[src/rtl/lkxd_pkg.sv]
// shared types, register indexes and helpers for the keyed xor stream decryptor
package lkxd_pkg;

    // register reset values
    localparam logic [31:0] SEED_RESET   = 32'd1252;
    localparam logic [31:0] MULT_RESET   = 32'd17116;
    localparam logic [31:0] ADDEND_RESET = 32'd31995;

    // plaintext limits and allowed symbols
    localparam logic [7:0] MIN_PRINT  = 8'h20;
    localparam logic [7:0] CHR_SPACE  = 8'h20;
    localparam logic [7:0] CHR_SLASH  = 8'h2F;
    localparam logic [7:0] CHR_ZERO   = 8'h30;
    localparam logic [7:0] CHR_NINE   = 8'h39;
    localparam logic [7:0] CHR_COLON  = 8'h3A;
    localparam logic [7:0] CHR_LBRACK = 8'h5B;
    localparam logic [7:0] CHR_RBRACK = 8'h5D;

    // configuration register indexes
    localparam int unsigned CFG_IDX_W = 3;
    localparam logic [CFG_IDX_W-1:0] CFG_KEY_SEED       = 3'd0;
    localparam logic [CFG_IDX_W-1:0] CFG_KEY_MULTIPLIER = 3'd1;
    localparam logic [CFG_IDX_W-1:0] CFG_MULT_POSITIVE  = 3'd2;
    localparam logic [CFG_IDX_W-1:0] CFG_KEY_ADDEND     = 3'd3;
    localparam logic [CFG_IDX_W-1:0] CFG_ADDEND_POSITIVE = 3'd4;
    localparam logic [CFG_IDX_W-1:0] CFG_CHECK_ENABLE   = 3'd5;

    // input beat
    typedef struct packed {
        logic [7:0] cipher_byte;
        logic       start_of_run;
    } in_beat_t;

    // result beat
    typedef struct packed {
        logic [7:0] plain_byte;
        logic       byte_allowed;
        logic       run_failed;
    } out_beat_t;

    // configuration register set
    typedef struct packed {
        logic [31:0] key_seed;
        logic [31:0] key_multiplier;
        logic        multiplier_positive;
        logic [31:0] key_addend;
        logic        addend_positive;
        logic        check_enable;
    } cfg_regs_t;

    // space, digits, slash, colon and square brackets
    function automatic logic is_allowed(input logic [7:0] b);
        logic digit;
        digit = (b >= CHR_ZERO) && (b <= CHR_NINE);
        return digit || (b == CHR_SPACE) || (b == CHR_SLASH) || (b == CHR_COLON)
            || (b == CHR_LBRACK) || (b == CHR_RBRACK);
    endfunction

endpackage

[src/rtl/lcg_keyed_xor_stream_decrypt.sv]
// top level of the keyed xor stream decryptor with input and result registers
// One ciphertext byte enters per clock; its plaintext beat waits in the input register, then
// the key feedback (add, 32x32 multiply keeping the low word, signed add) and the set check
// run in one combinational pass into the result register. The key loop closes through the
// key register alone, so the sustained rate is one byte per clock whenever the consumer
// takes results. The user must write configuration only while no bytes are in flight; the
// block itself does not enforce it. A new seed takes effect on the next beat marked
// start_of_run.
module lcg_keyed_xor_stream_decrypt
(
    input  logic                              clk,
    input  logic                              rst_n,
    input  logic                              cfg_valid,
    output logic                              cfg_ready,
    input  logic [lkxd_pkg::CFG_IDX_W-1:0]    cfg_index,
    input  logic [31:0]                       cfg_data,
    input  logic                              in_valid,
    output logic                              in_ready,
    input  lkxd_pkg::in_beat_t                in_data,
    output logic                              out_valid,
    input  logic                              out_ready,
    output lkxd_pkg::out_beat_t               out_data
);
    import lkxd_pkg::*;

    cfg_regs_t cfg;
    in_beat_t  in_reg;
    logic      in_valid_reg;
    out_beat_t out_reg;
    logic      out_valid_reg;
    out_beat_t result;
    logic      advance;

    // configuration always takes a write
    assign cfg_ready = 1'b1;

    lkxd_cfg u_cfg
    (
        .clk      (clk),
        .rst_n    (rst_n),
        .wr_en    (cfg_valid & cfg_ready),
        .wr_index (cfg_index),
        .wr_data  (cfg_data),
        .cfg      (cfg)
    );

    // handshake between input register and result register
    assign advance  = in_valid_reg & (~out_valid_reg | out_ready);
    assign in_ready = ~in_valid_reg | advance;

    lkxd_core u_core
    (
        .clk      (clk),
        .rst_n    (rst_n),
        .advance  (advance),
        .beat_in  (in_reg),
        .cfg      (cfg),
        .beat_out (result)
    );

    // input register
    always_ff @(posedge clk or negedge rst_n)
    begin
        if (!rst_n)
        begin
            in_valid_reg <= 1'b0;
        end
        else if (in_ready)
        begin
            in_valid_reg <= in_valid;
        end
    end

    always_ff @(posedge clk)
    begin
        if (in_ready && in_valid)
        begin
            in_reg <= in_data;
        end
    end

    // result register
    always_ff @(posedge clk or negedge rst_n)
    begin
        if (!rst_n)
        begin
            out_valid_reg <= 1'b0;
        end
        else if (advance)
        begin
            out_valid_reg <= 1'b1;
        end
        else if (out_ready)
        begin
            out_valid_reg <= 1'b0;
        end
    end

    always_ff @(posedge clk)
    begin
        if (advance)
        begin
            out_reg <= result;
        end
    end

    assign out_valid = out_valid_reg;
    assign out_data  = out_reg;

    // a byte that moves on always lands in the result register
    a_advance_fills_out: assert property (@(posedge clk) disable iff (!rst_n)
        advance |=> out_valid_reg)
        else $error("result register empty after a byte moved on");

    // a held input beat is not lost or altered while the result side stalls
    a_in_hold: assert property (@(posedge clk) disable iff (!rst_n)
        in_valid_reg && !advance |=> in_valid_reg && $stable(in_reg))
        else $error("input register changed while stalled");

    // start of run with checking off reports no failure
    a_fail_clear: assert property (@(posedge clk) disable iff (!rst_n)
        advance && in_reg.start_of_run && !cfg.check_enable |=> !out_reg.run_failed)
        else $error("run failure reported at a run start with checking off");

    // an allowed byte is never clamped
    a_allowed_unclamped: assert property (@(posedge clk) disable iff (!rst_n)
        out_valid_reg && out_reg.byte_allowed |-> out_reg.plain_byte >= MIN_PRINT)
        else $error("allowed byte below the printable limit");

endmodule

[src/rtl/lkxd_cfg.sv]
// configuration register file for the keyed xor stream decryptor
module lkxd_cfg
(
    input  logic                               clk,
    input  logic                               rst_n,
    input  logic                               wr_en,
    input  logic [lkxd_pkg::CFG_IDX_W-1:0]     wr_index,
    input  logic [31:0]                        wr_data,
    output lkxd_pkg::cfg_regs_t                cfg
);
    import lkxd_pkg::*;

    cfg_regs_t cfg_reg;
    cfg_regs_t cfg_next;

    // decode the write beat, unknown indexes are dropped
    always_comb
    begin
        cfg_next = cfg_reg;
        if (wr_en)
        begin
            case (wr_index)
                CFG_KEY_SEED:        cfg_next.key_seed            = wr_data;
                CFG_KEY_MULTIPLIER:  cfg_next.key_multiplier      = wr_data;
                CFG_MULT_POSITIVE:   cfg_next.multiplier_positive = wr_data[0];
                CFG_KEY_ADDEND:      cfg_next.key_addend          = wr_data;
                CFG_ADDEND_POSITIVE: cfg_next.addend_positive     = wr_data[0];
                CFG_CHECK_ENABLE:    cfg_next.check_enable        = wr_data[0];
                default:             cfg_next = cfg_reg;
            endcase
        end
    end

    // register set
    always_ff @(posedge clk or negedge rst_n)
    begin
        if (!rst_n)
        begin
            cfg_reg.key_seed            <= SEED_RESET;
            cfg_reg.key_multiplier      <= MULT_RESET;
            cfg_reg.multiplier_positive <= 1'b1;
            cfg_reg.key_addend          <= ADDEND_RESET;
            cfg_reg.addend_positive     <= 1'b1;
            cfg_reg.check_enable        <= 1'b1;
        end
        else
        begin
            cfg_reg <= cfg_next;
        end
    end

    assign cfg = cfg_reg;

endmodule

[src/rtl/lkxd_core.sv]
// key register, feedback update and plaintext check for one byte per cycle while advance is high
module lkxd_core
(
    input  logic                 clk,
    input  logic                 rst_n,
    input  logic                 advance,
    input  lkxd_pkg::in_beat_t   beat_in,
    input  lkxd_pkg::cfg_regs_t  cfg,
    output lkxd_pkg::out_beat_t  beat_out
);
    import lkxd_pkg::*;

    logic [31:0] key_reg;
    logic [31:0] key_next;
    logic        failed_reg;
    logic        failed_next;

    logic [31:0] key_cur;
    logic        failed_cur;
    logic [7:0]  raw;
    logic        ok;
    logic [31:0] sum;
    logic [31:0] prod;
    logic [31:0] prod_term;
    logic [31:0] addend_term;

    // start of run reloads the seed and clears the failure flag
    assign key_cur    = beat_in.start_of_run ? cfg.key_seed : key_reg;
    assign failed_cur = beat_in.start_of_run ? 1'b0 : failed_reg;

    // keystream byte and set check
    assign raw         = key_cur[15:8] ^ beat_in.cipher_byte;
    assign ok          = is_allowed(raw);
    assign failed_next = failed_cur | (cfg.check_enable & ~ok);

    // ciphertext feedback: key = +/-mult*(key+c) +/- addend, low 32 bits
    assign sum         = key_cur + {24'd0, beat_in.cipher_byte};
    assign prod        = sum * cfg.key_multiplier;
    assign prod_term   = cfg.multiplier_positive ? prod : (32'd0 - prod);
    assign addend_term = cfg.addend_positive ? cfg.key_addend : (32'd0 - cfg.key_addend);
    assign key_next    = prod_term + addend_term;

    // result beat
    always_comb
    begin
        beat_out.plain_byte   = (raw < MIN_PRINT) ? MIN_PRINT : raw;
        beat_out.byte_allowed = ok;
        beat_out.run_failed   = failed_next;
    end

    // stream state, moves only when a byte goes through
    always_ff @(posedge clk or negedge rst_n)
    begin
        if (!rst_n)
        begin
            key_reg    <= SEED_RESET;
            failed_reg <= 1'b0;
        end
        else if (advance)
        begin
            key_reg    <= key_next;
            failed_reg <= failed_next;
        end
    end

endmodule

[config.mk]
export PLATFORM = sky130hd
export DESIGN_NAME = lcg_keyed_xor_stream_decrypt
export DESIGN_NICKNAME = d
export VERILOG_FILES = /design/src/rtl/lkxd_pkg.sv /design/src/rtl/lcg_keyed_xor_stream_decrypt.sv /design/src/rtl/lkxd_cfg.sv /design/src/rtl/lkxd_core.sv
export SDC_FILE = /design/constraint.sdc
export NUM_CORES = 1
export LEC_CHECK = 0
export CELL_PAD_IN_SITES_DETAIL_PLACEMENT = 1
export CELL_PAD_IN_SITES_GLOBAL_PLACEMENT = 1
export CORE_MARGIN = 8
export CORE_UTILIZATION = 47
export DETAILED_ROUTE_END_ITERATION = 16
export DONT_BUFFER_PORTS = 1
export PLACE_DENSITY = 0.86
export SLEW_MARGIN = 0
export SYNTH_ARGS = -nofsm -noshare
export SYNTH_HDL_FRONTEND = slang
export SYNTH_SLANG_ARGS = --single-unit
[constraint.sdc]
create_clock -name clk -period 8.6 [get_ports clk]
set_clock_uncertainty 0.05 [all_clocks]
set_input_delay 1.72 -clock clk [delete_from_list [all_inputs] [get_ports clk]]
set_output_delay 1.72 -clock clk [all_outputs]
set_load 0.005 [all_outputs]
==> summary.txt, run 1 <==
Status
  – Status: complete, but fails checks
  – Failing checks: setup timing

Clocking
  – Clk sinks: 89
  – CTS H-tree lvls: 3
  – Clk Latency, worst-skew pair: 0.36 ns
  – Clk slew on worst S/H paths: 0.08 ns
  – CTS tree: done
  – Root Driver: clkbuf_16
  – Clock buffer count from CTS: 9
  – Clk buf depth: 2
  – Post-CTS Hold Buffers: 0

Synth
  – Syn Area/Cell: 9.70 um^2
  – Count leader, synth: inv_1
  – Post-synth EDFFs: 19
  – Most area-consuming cells after synthesis: fa_1 17%, ha_1 11%, dfrtp_1 10%, dfstp_2 8.9%, mux2_2 7.4%
  – Syn nets: 1191
  – Post-synth ARST share: 78.7%
  – YS warnings: 0
  – Top cells by count, synth: 140 x inv_1, 85 x nand2_1, 83 x ha_1, 81 x fa_1, 67 x and2_1
  – Number of synthesized register bits: 89
  – Primary FF master, synth: dfrtp_1
  – Synthesized cell area: 9490 um^2
  – Yosys top cell by area: fa_1
  – Post-synthesis cell count: 978
  – Synth cell types: 62
  – Seq/Total Area, Yosys: 24.9%
  – Share of the synthesized area in the top cell type: 17.1%

Place
  – Cell total after placement: 1292
  – Hpwl dp: 22.2 mm
  – IO Port Bufs: 0
  – DP Worst Slack: -0.748 ns
  – Routability cong.: 0.875

Global route
  – Initial antenna violation count: 3
  – First-pass GRT wire length: 53.7 mm
  – Vias in the first global route: 9195
  – Grt total ovfl: 0
  – Largest net degree at the start of global routing: 71
  – Gr usage total: 28.8%

Worst setup path
  – Critical Path Start: in_reg[0]$_DFFE_PP_
  – FF-to-FF Start: in_reg[0]$_DFFE_PP_
  – Critical path launch point type: flop
  – Slowest CP cell: or4_4
  – Crit path kind: flop to flop
  – CP required: 8.83 ns
  – Worst Path Max Fanout: 6
  – WP data arrival: 10.24 ns
  – Slowest stage delay, CP: 0.55 ns
  – Crit end category: flop

STA
  – Period utilization: 116%
  – Worst slew pin tran: 1.20 ns
  – Count of final setup violators: 8
  – Rel. slew slack: 19.4%
  – Fin. Hold Viols: 0
  – Worst hold margin: 0.462 ns
  – Fin crit period: 10.01 ns
  – Slew Limit Fails: 0
  – FMAX: 99.9 MHz
  – Final WS setup: -1.41 ns
  – RSZ-0062 raised after global routing: true

Cells and area
  – Fin util: 56.8%
  – P&R area growth vs syn: 20.0%
  – Post-Layout Cell Count: 1337
  – Final Net Count: 1274
  – Max reg flops: 51
  – Layout cell share with drive strength beyond 1: 27.8%
  – Layout fillers: 2211

Drt
  – WL/cell: 28.6 um
  – Final WL: 38.2 mm
  – Final antenna-violating net count: 0
  – Remaining DRCs: 0
  – Vias after detailed routing: 8234
  – First drt pass iteration count: 5
  – Vias per cell: 6.16
  – Initial DRC count: 677

Die
  – Initial Util: 47.4%
  – Row cnt: 52
  – Placeable Area: 20000 um^2
  – Area of the die: 25000 um^2
  – Die W: 158 um
  – I/O pin total: 62
  – Die Y-Extent: 158 um

Flow run
  – Max-Cap Viols: 0

Worst hold path
  – Worst Min Path Start: u_core.key_reg[2]$_DFFE_PN1P_
  – Worst hold path class: flop to flop
## path summary, 6_finish.rpt
path / endpoint / cells past startpoint / slack, ns
hold reg to reg: u_core.key_reg[2]$_DFFE_PN1P_ / 2 / 0.46
min in group asynchronous: u_cfg.cfg[70]$_DFFE_PN0P_ / 0 / 1.00
setup / recovery: u_core.key_reg[15]$_DFFE_PN0P_ / 40 / -1.41
hold / removal: u_core.key_reg[2]$_DFFE_PN1P_ / 2 / 0.46
setup reg to reg: u_core.key_reg[15]$_DFFE_PN0P_ / 40 / -1.41
max in group asynchronous: u_cfg.cfg[49]$_DFFE_PN1P_ / 0 / 7.28
## placed cells by master (no fill, tap or decap), types with 7 or more instances in the layout
cell       netlist  final
fa_1            81     78
nand2b_1        19     18
xnor2_2          0      7
inv_1          140    132
buf_4            1     93
xnor2_1         59     48
nor2b_1         18     15
mux2_2          62     61
o21ai_0         20     16
nand3_1         10      7
ha_1            83     71
ha_4             0     11
dfrtp_1         38     38
mux2i_1          9      7
edfxtp_1        19     19
nor3_1          16     10
inv_2            0      8
a21oi_1         32     24
nand2_1         85     84
dfstp_2         32     32
a21oi_2          0      7
o21a_1           8      8
and2_1          67     63
clkbuf_16        0     11
nor2_1          42     40
xor2_1          34     33
## kinds of logic (layout without fill, tap and decap cells)
logic type	count (synthesis)	after routing	share of synthesized area, %
and+or+nand+nor	292	292	16.2
buffers and inverters	168	256	6.70
adders and majority gates	164	164	28.0
xor gates and xnor gates	97	97	9.60
AOI/OAI and AO/OA	96	96	6.21
DFF	89	89	24.9
muxes	71	71	8.31
other	1	2	0.0395
## per-layer routing
layer | GRT usage, % | vias up | routed length (um)
met5 | 0 | - | 38
met4 | 19.8 | 6 | 2930
met3 | 6.99 | 235 | 3270
met2 | 49.0 | 492 | 18700
met1 | 31.3 | 4185 | 13300
li1 | - | 3316 | -
## critical path: cells and delay by family, from the launching register on
family	cells	cell delay [ns]
XOR/XNOR	4	1.20
multiplexers	2	0.51
adder cells (fa/ha/maj)	10	3.98
flip-flops	1	0.44
AND/OR/NAND/NOR	8	1.37
AO/OA/AOI/OAI	5	1.02
buffers and inverters	11	1.29
## metrics by stage
step / instance area [um^2] / setup TNS [ns]
3_5_place_dp: 10500 / -2.93
2_1_floorplan: 9710 / -0.0920
4_1_cts: 11200 / -1.92
5_1_grt: 11400 / -7.81
6_report: 11400 / -6.83
3_3_place_gp: 10500 / -1.39
## final cells by class
| type | instances | area [um^2] | share of cell area (%) |
|---|---|---|---|
| tap | 270 | 338 | 2.97 |
| clock buffer | 13 | 283 | 2.48 |
| sequential | 89 | 2360 | 20.7 |
| multi-input combinational | 721 | 7040 | 61.8 |
| clock inverter | 3 | 20.0 | 0.176 |
| inverter | 140 | 526 | 4.61 |
| timing repair buffer | 100 | 821 | 7.20 |
| antenna | 1 | 2.50 | 0.0220 |
## repair_timing
| item | CTS | global route |
|---|---|---|
| cloned | 0 | 0 |
| setup endpoints to repair | 7 | 8 |
| pin swaps | 27 | 24 |
| resized for setup | 45 | 28 |
| setup buffers | 20 | 8 |
Power of run 1 is not shown: default switching activity piles up to over one toggle a cycle in this logic, so the estimate is an artifact.
==> run 2: changes to the inputs <==
- CORE_UTILIZATION: 47 -> 40
- CTS_CLUSTER_SIZE: not set -> 30
- PLACE_DENSITY: 0.86 -> 0.76
==> run 2 against run 1 <==
  * The flow still finishes with violations (setup timing)
  * Critical path depth is the same
  * Global-route usage shrank 9.5 points
  * Critical endpoint is now u_core.key_reg[14]$_DFFE_PN0P_
  * Largest cell class unchanged
  * Die area grew 16%
  * Flip-flop and latch count is the same
  * Core utilization shrank 8.2 points
  * Via count shrank 13%
  * First-iteration DRC count shrank 50%
  * Sequential share of layout area is essentially flat
  * Maximum frequency grew 9.3%
==> summary.txt, run 2 (synthesis results as in run 1) <==
Worst setup path
  – CP most frequent cell: fa_1
  – WP data arrival: 9.38 ns (was 10.24 ns)
  – FF-to-FF End: u_core.key_reg[14]$_DFFE_PN0P_ (was u_core.key_reg[15]$_DFFE_PN0P_)
  – Crit path kind: flop to flop (unchanged)
  – Worst Reg-to-Reg Cells: 40 (unchanged)
  – Cell family with most CP delay: adder cells (unchanged)
  – Critical path launch point type: flop (unchanged)
  – Slowest CP cell: fa_1 (was or4_4)
  – FF-to-FF Start: in_reg[0]$_DFFE_PP_ (unchanged)
  – Crit end category: flop (unchanged)
  – CP Buf/Inv Count: 10 (was 11)
  – Slowest stage delay, CP: 0.55 ns (about the same)
  – Critical Path Start: in_reg[0]$_DFFE_PP_ (unchanged)
  – Reg-to-reg setup timing slack: -0.56 ns (was -1.41 ns)
  – Worst Path Max Fanout: 6 (unchanged)
  – CP endpoint: u_core.key_reg[14]$_DFFE_PN0P_ (was u_core.key_reg[15]$_DFFE_PN0P_)
  – Stages on worst setup path: 40 (unchanged)
  – CP required: 8.83 ns (about the same)

Clocking
  – Clk sinks: 89 (unchanged)
  – Clk Latency, worst-skew pair: 0.34 ns (was 0.36 ns)
  – Clock buffer count from CTS: 9 (unchanged)
  – CTS tree: done (unchanged)
  – Clk slew on worst S/H paths: 0.07 ns (was 0.08 ns)
  – Root Driver: clkbuf_16 (unchanged)
  – CTS H-tree lvls: 3 (unchanged)
  – Post-CTS Hold Buffers: 0 (unchanged)
  – Clk buf depth: 2 (unchanged)

STA
  – Fin crit period: 9.16 ns (was 10.01 ns)
  – Count of final setup violators: 6 (was 8)
  – Fin. Hold Viols: 0 (unchanged)
  – Rel. slew slack: 31.5% (was 19.4%)
  – Worst slew pin tran: 1.02 ns (was 1.20 ns)
  – Slew Limit Fails: 0 (unchanged)
  – RSZ-0062 raised after global routing: true (unchanged)
  – Period utilization: 106% (was 116%)
  – FMAX: 109 MHz (was 99.9 MHz)
  – Final WS setup: -0.558 ns (was -1.41 ns)

Die
  – Row cnt: 56 (was 52)
  – Initial Util: 40.6% (was 47.4%)
  – Placeable Area: 23400 um^2 (was 20000 um^2)
  – Die Y-Extent: 170 um (was 158 um)
  – I/O pin total: 62 (unchanged)
  – Die W: 170 um (was 158 um)
  – Area of the die: 28900 um^2 (was 25000 um^2)

Drt
  – Final WL: 27.2 mm (was 38.2 mm)
  – Vias after detailed routing: 7158 (was 8234)
  – Final antenna-violating net count: 0 (unchanged)
  – Remaining DRCs: 0 (unchanged)
  – First drt pass iteration count: 4 (was 5)
  – Initial DRC count: 340 (was 677)
  – WL/cell: 19.6 um (was 28.6 um)
  – Vias per cell: 5.17 (was 6.16)

Global route
  – Largest net degree at the start of global routing: 71 (unchanged)
  – Vias in the first global route: 8007 (was 9195)
  – Grt total ovfl: 0 (unchanged)
  – First-pass GRT wire length: 43.4 mm (was 53.7 mm)
  – Gr usage total: 19.3% (was 28.8%)
  – Initial antenna violation count: 0 (was 3)

Cells and area
  – Most common cell after layout, fill and taps aside: inv_1 (unchanged)
  – Post-Layout Cell Count: 1385 (was 1337)
  – # diodes: 0 (was 1)
  – Layout cell share with drive strength beyond 1: 28.0% (was 27.8%)
  – Commonest non-fill, non-tap cells in the layout: 129 x inv_1, 90 x buf_4, 82 x nand2_1, 79 x fa_1, 67 x ha_1 (was 132 x inv_1, 93 x buf_4, 84 x nand2_1, 78 x fa_1, 71 x ha_1)
  – Max reg flops: 51 (unchanged)
  – Final Net Count: 1274 (unchanged)
  – P&R area growth vs syn: 19.9% (was 20.0%)

Flow run
  – Max-Cap Viols: 0 (unchanged)

Place
  – Cell total after placement: 1348 (was 1292)
  – Routability cong.: 0.877 (was 0.875)
  – Hpwl dp: 21.0 mm (was 22.2 mm)
  – IO Port Bufs: 0 (unchanged)

Worst hold path
  – Worst hold path class: flop to flop (unchanged)

Status
  – Status: complete, but fails checks (unchanged)
  – Failing checks: setup timing (unchanged)
[run 2: worst register-to-register path, delay by kind of cell (launching register included)]
kind | cells | cell delay, ns
AO/OA/AOI/OAI | 4 | 0.87
XOR/XNOR | 3 | 0.52
adder cells (fa/ha/maj) | 11 | 4.33
buffers and inverters | 10 | 0.77
flip-flops | 1 | 0.45
multiplexers | 2 | 0.46
AND/OR/NAND/NOR | 10 | 1.63
[run 2: layout make-up]
type / instances / area, um^2
Clock inverter: 3 / 25.0
Inverter: 140 / 528
Fill cell: 2668 / 12000
Tap cell: 319 / 399
Multi-Input combinational cell: 721 / 7010
Sequential cell: 89 / 2360
Timing Repair Buffer: 100 / 806
Clock buffer: 13 / 250
[run 2: metrics by stage]
stage	util, %	hold slack (ns)	worst slack [ns]	setup TNS [ns]	instance area, um^2
floorplan	-	0.395	-0.0594	-0.0920	9710
global placement	45.3	0.413	-0.447	-1.38	10600
detailed placement	45.3	0.427	-0.696	-2.31	10600
CTS	48.0	0.437	-0.582	-1.60	11200
global route	48.6	0.449	-0.927	-4.08	11400
finish	48.6	0.436	-0.558	-2.20	11400
[run 2: layer usage]
metal,share of wire (%),global-route usage (%),up-vias
met3,4.1,3.29,49
met5,0,0,-
met1,42,23.8,3658
li1,-,-,3323
met2,51,33.9,128
met4,2.7,6.06,0
[run 2: worst min-delay path by stage]
stage / from / endpoint / slack [ns] / cells after the start
after CTS: u_core.key_reg[6]$_DFFE_PN1P_ / u_core.key_reg[6]$_DFFE_PN1P_ / 0.44 / 2
after global placement: u_core.key_reg[13]$_DFFE_PN0P_ / u_core.key_reg[13]$_DFFE_PN0P_ / 0.41 / 2
after detailed placement: u_core.key_reg[6]$_DFFE_PN1P_ / u_core.key_reg[6]$_DFFE_PN1P_ / 0.43 / 2
after floorplan: u_core.key_reg[4]$_DFFE_PN0P_ / u_core.key_reg[4]$_DFFE_PN0P_ / 0.39 / 2
final: u_core.key_reg[6]$_DFFE_PN1P_ / u_core.key_reg[6]$_DFFE_PN1P_ / 0.44 / 2
after global routing: u_core.key_reg[7]$_DFFE_PN1P_ / u_core.key_reg[7]$_DFFE_PN1P_ / 0.45 / 2
[run 2: what timing repair did]
action | 4_1_cts | 5_1_grt
setup buffers | 12 | 10
gates resized for setup | 57 | 19
setup endpoints to repair | 6 | 7
pin swaps | 36 | 53
cloned | 0 | 0
Power of run 2 is left out for the same reason.
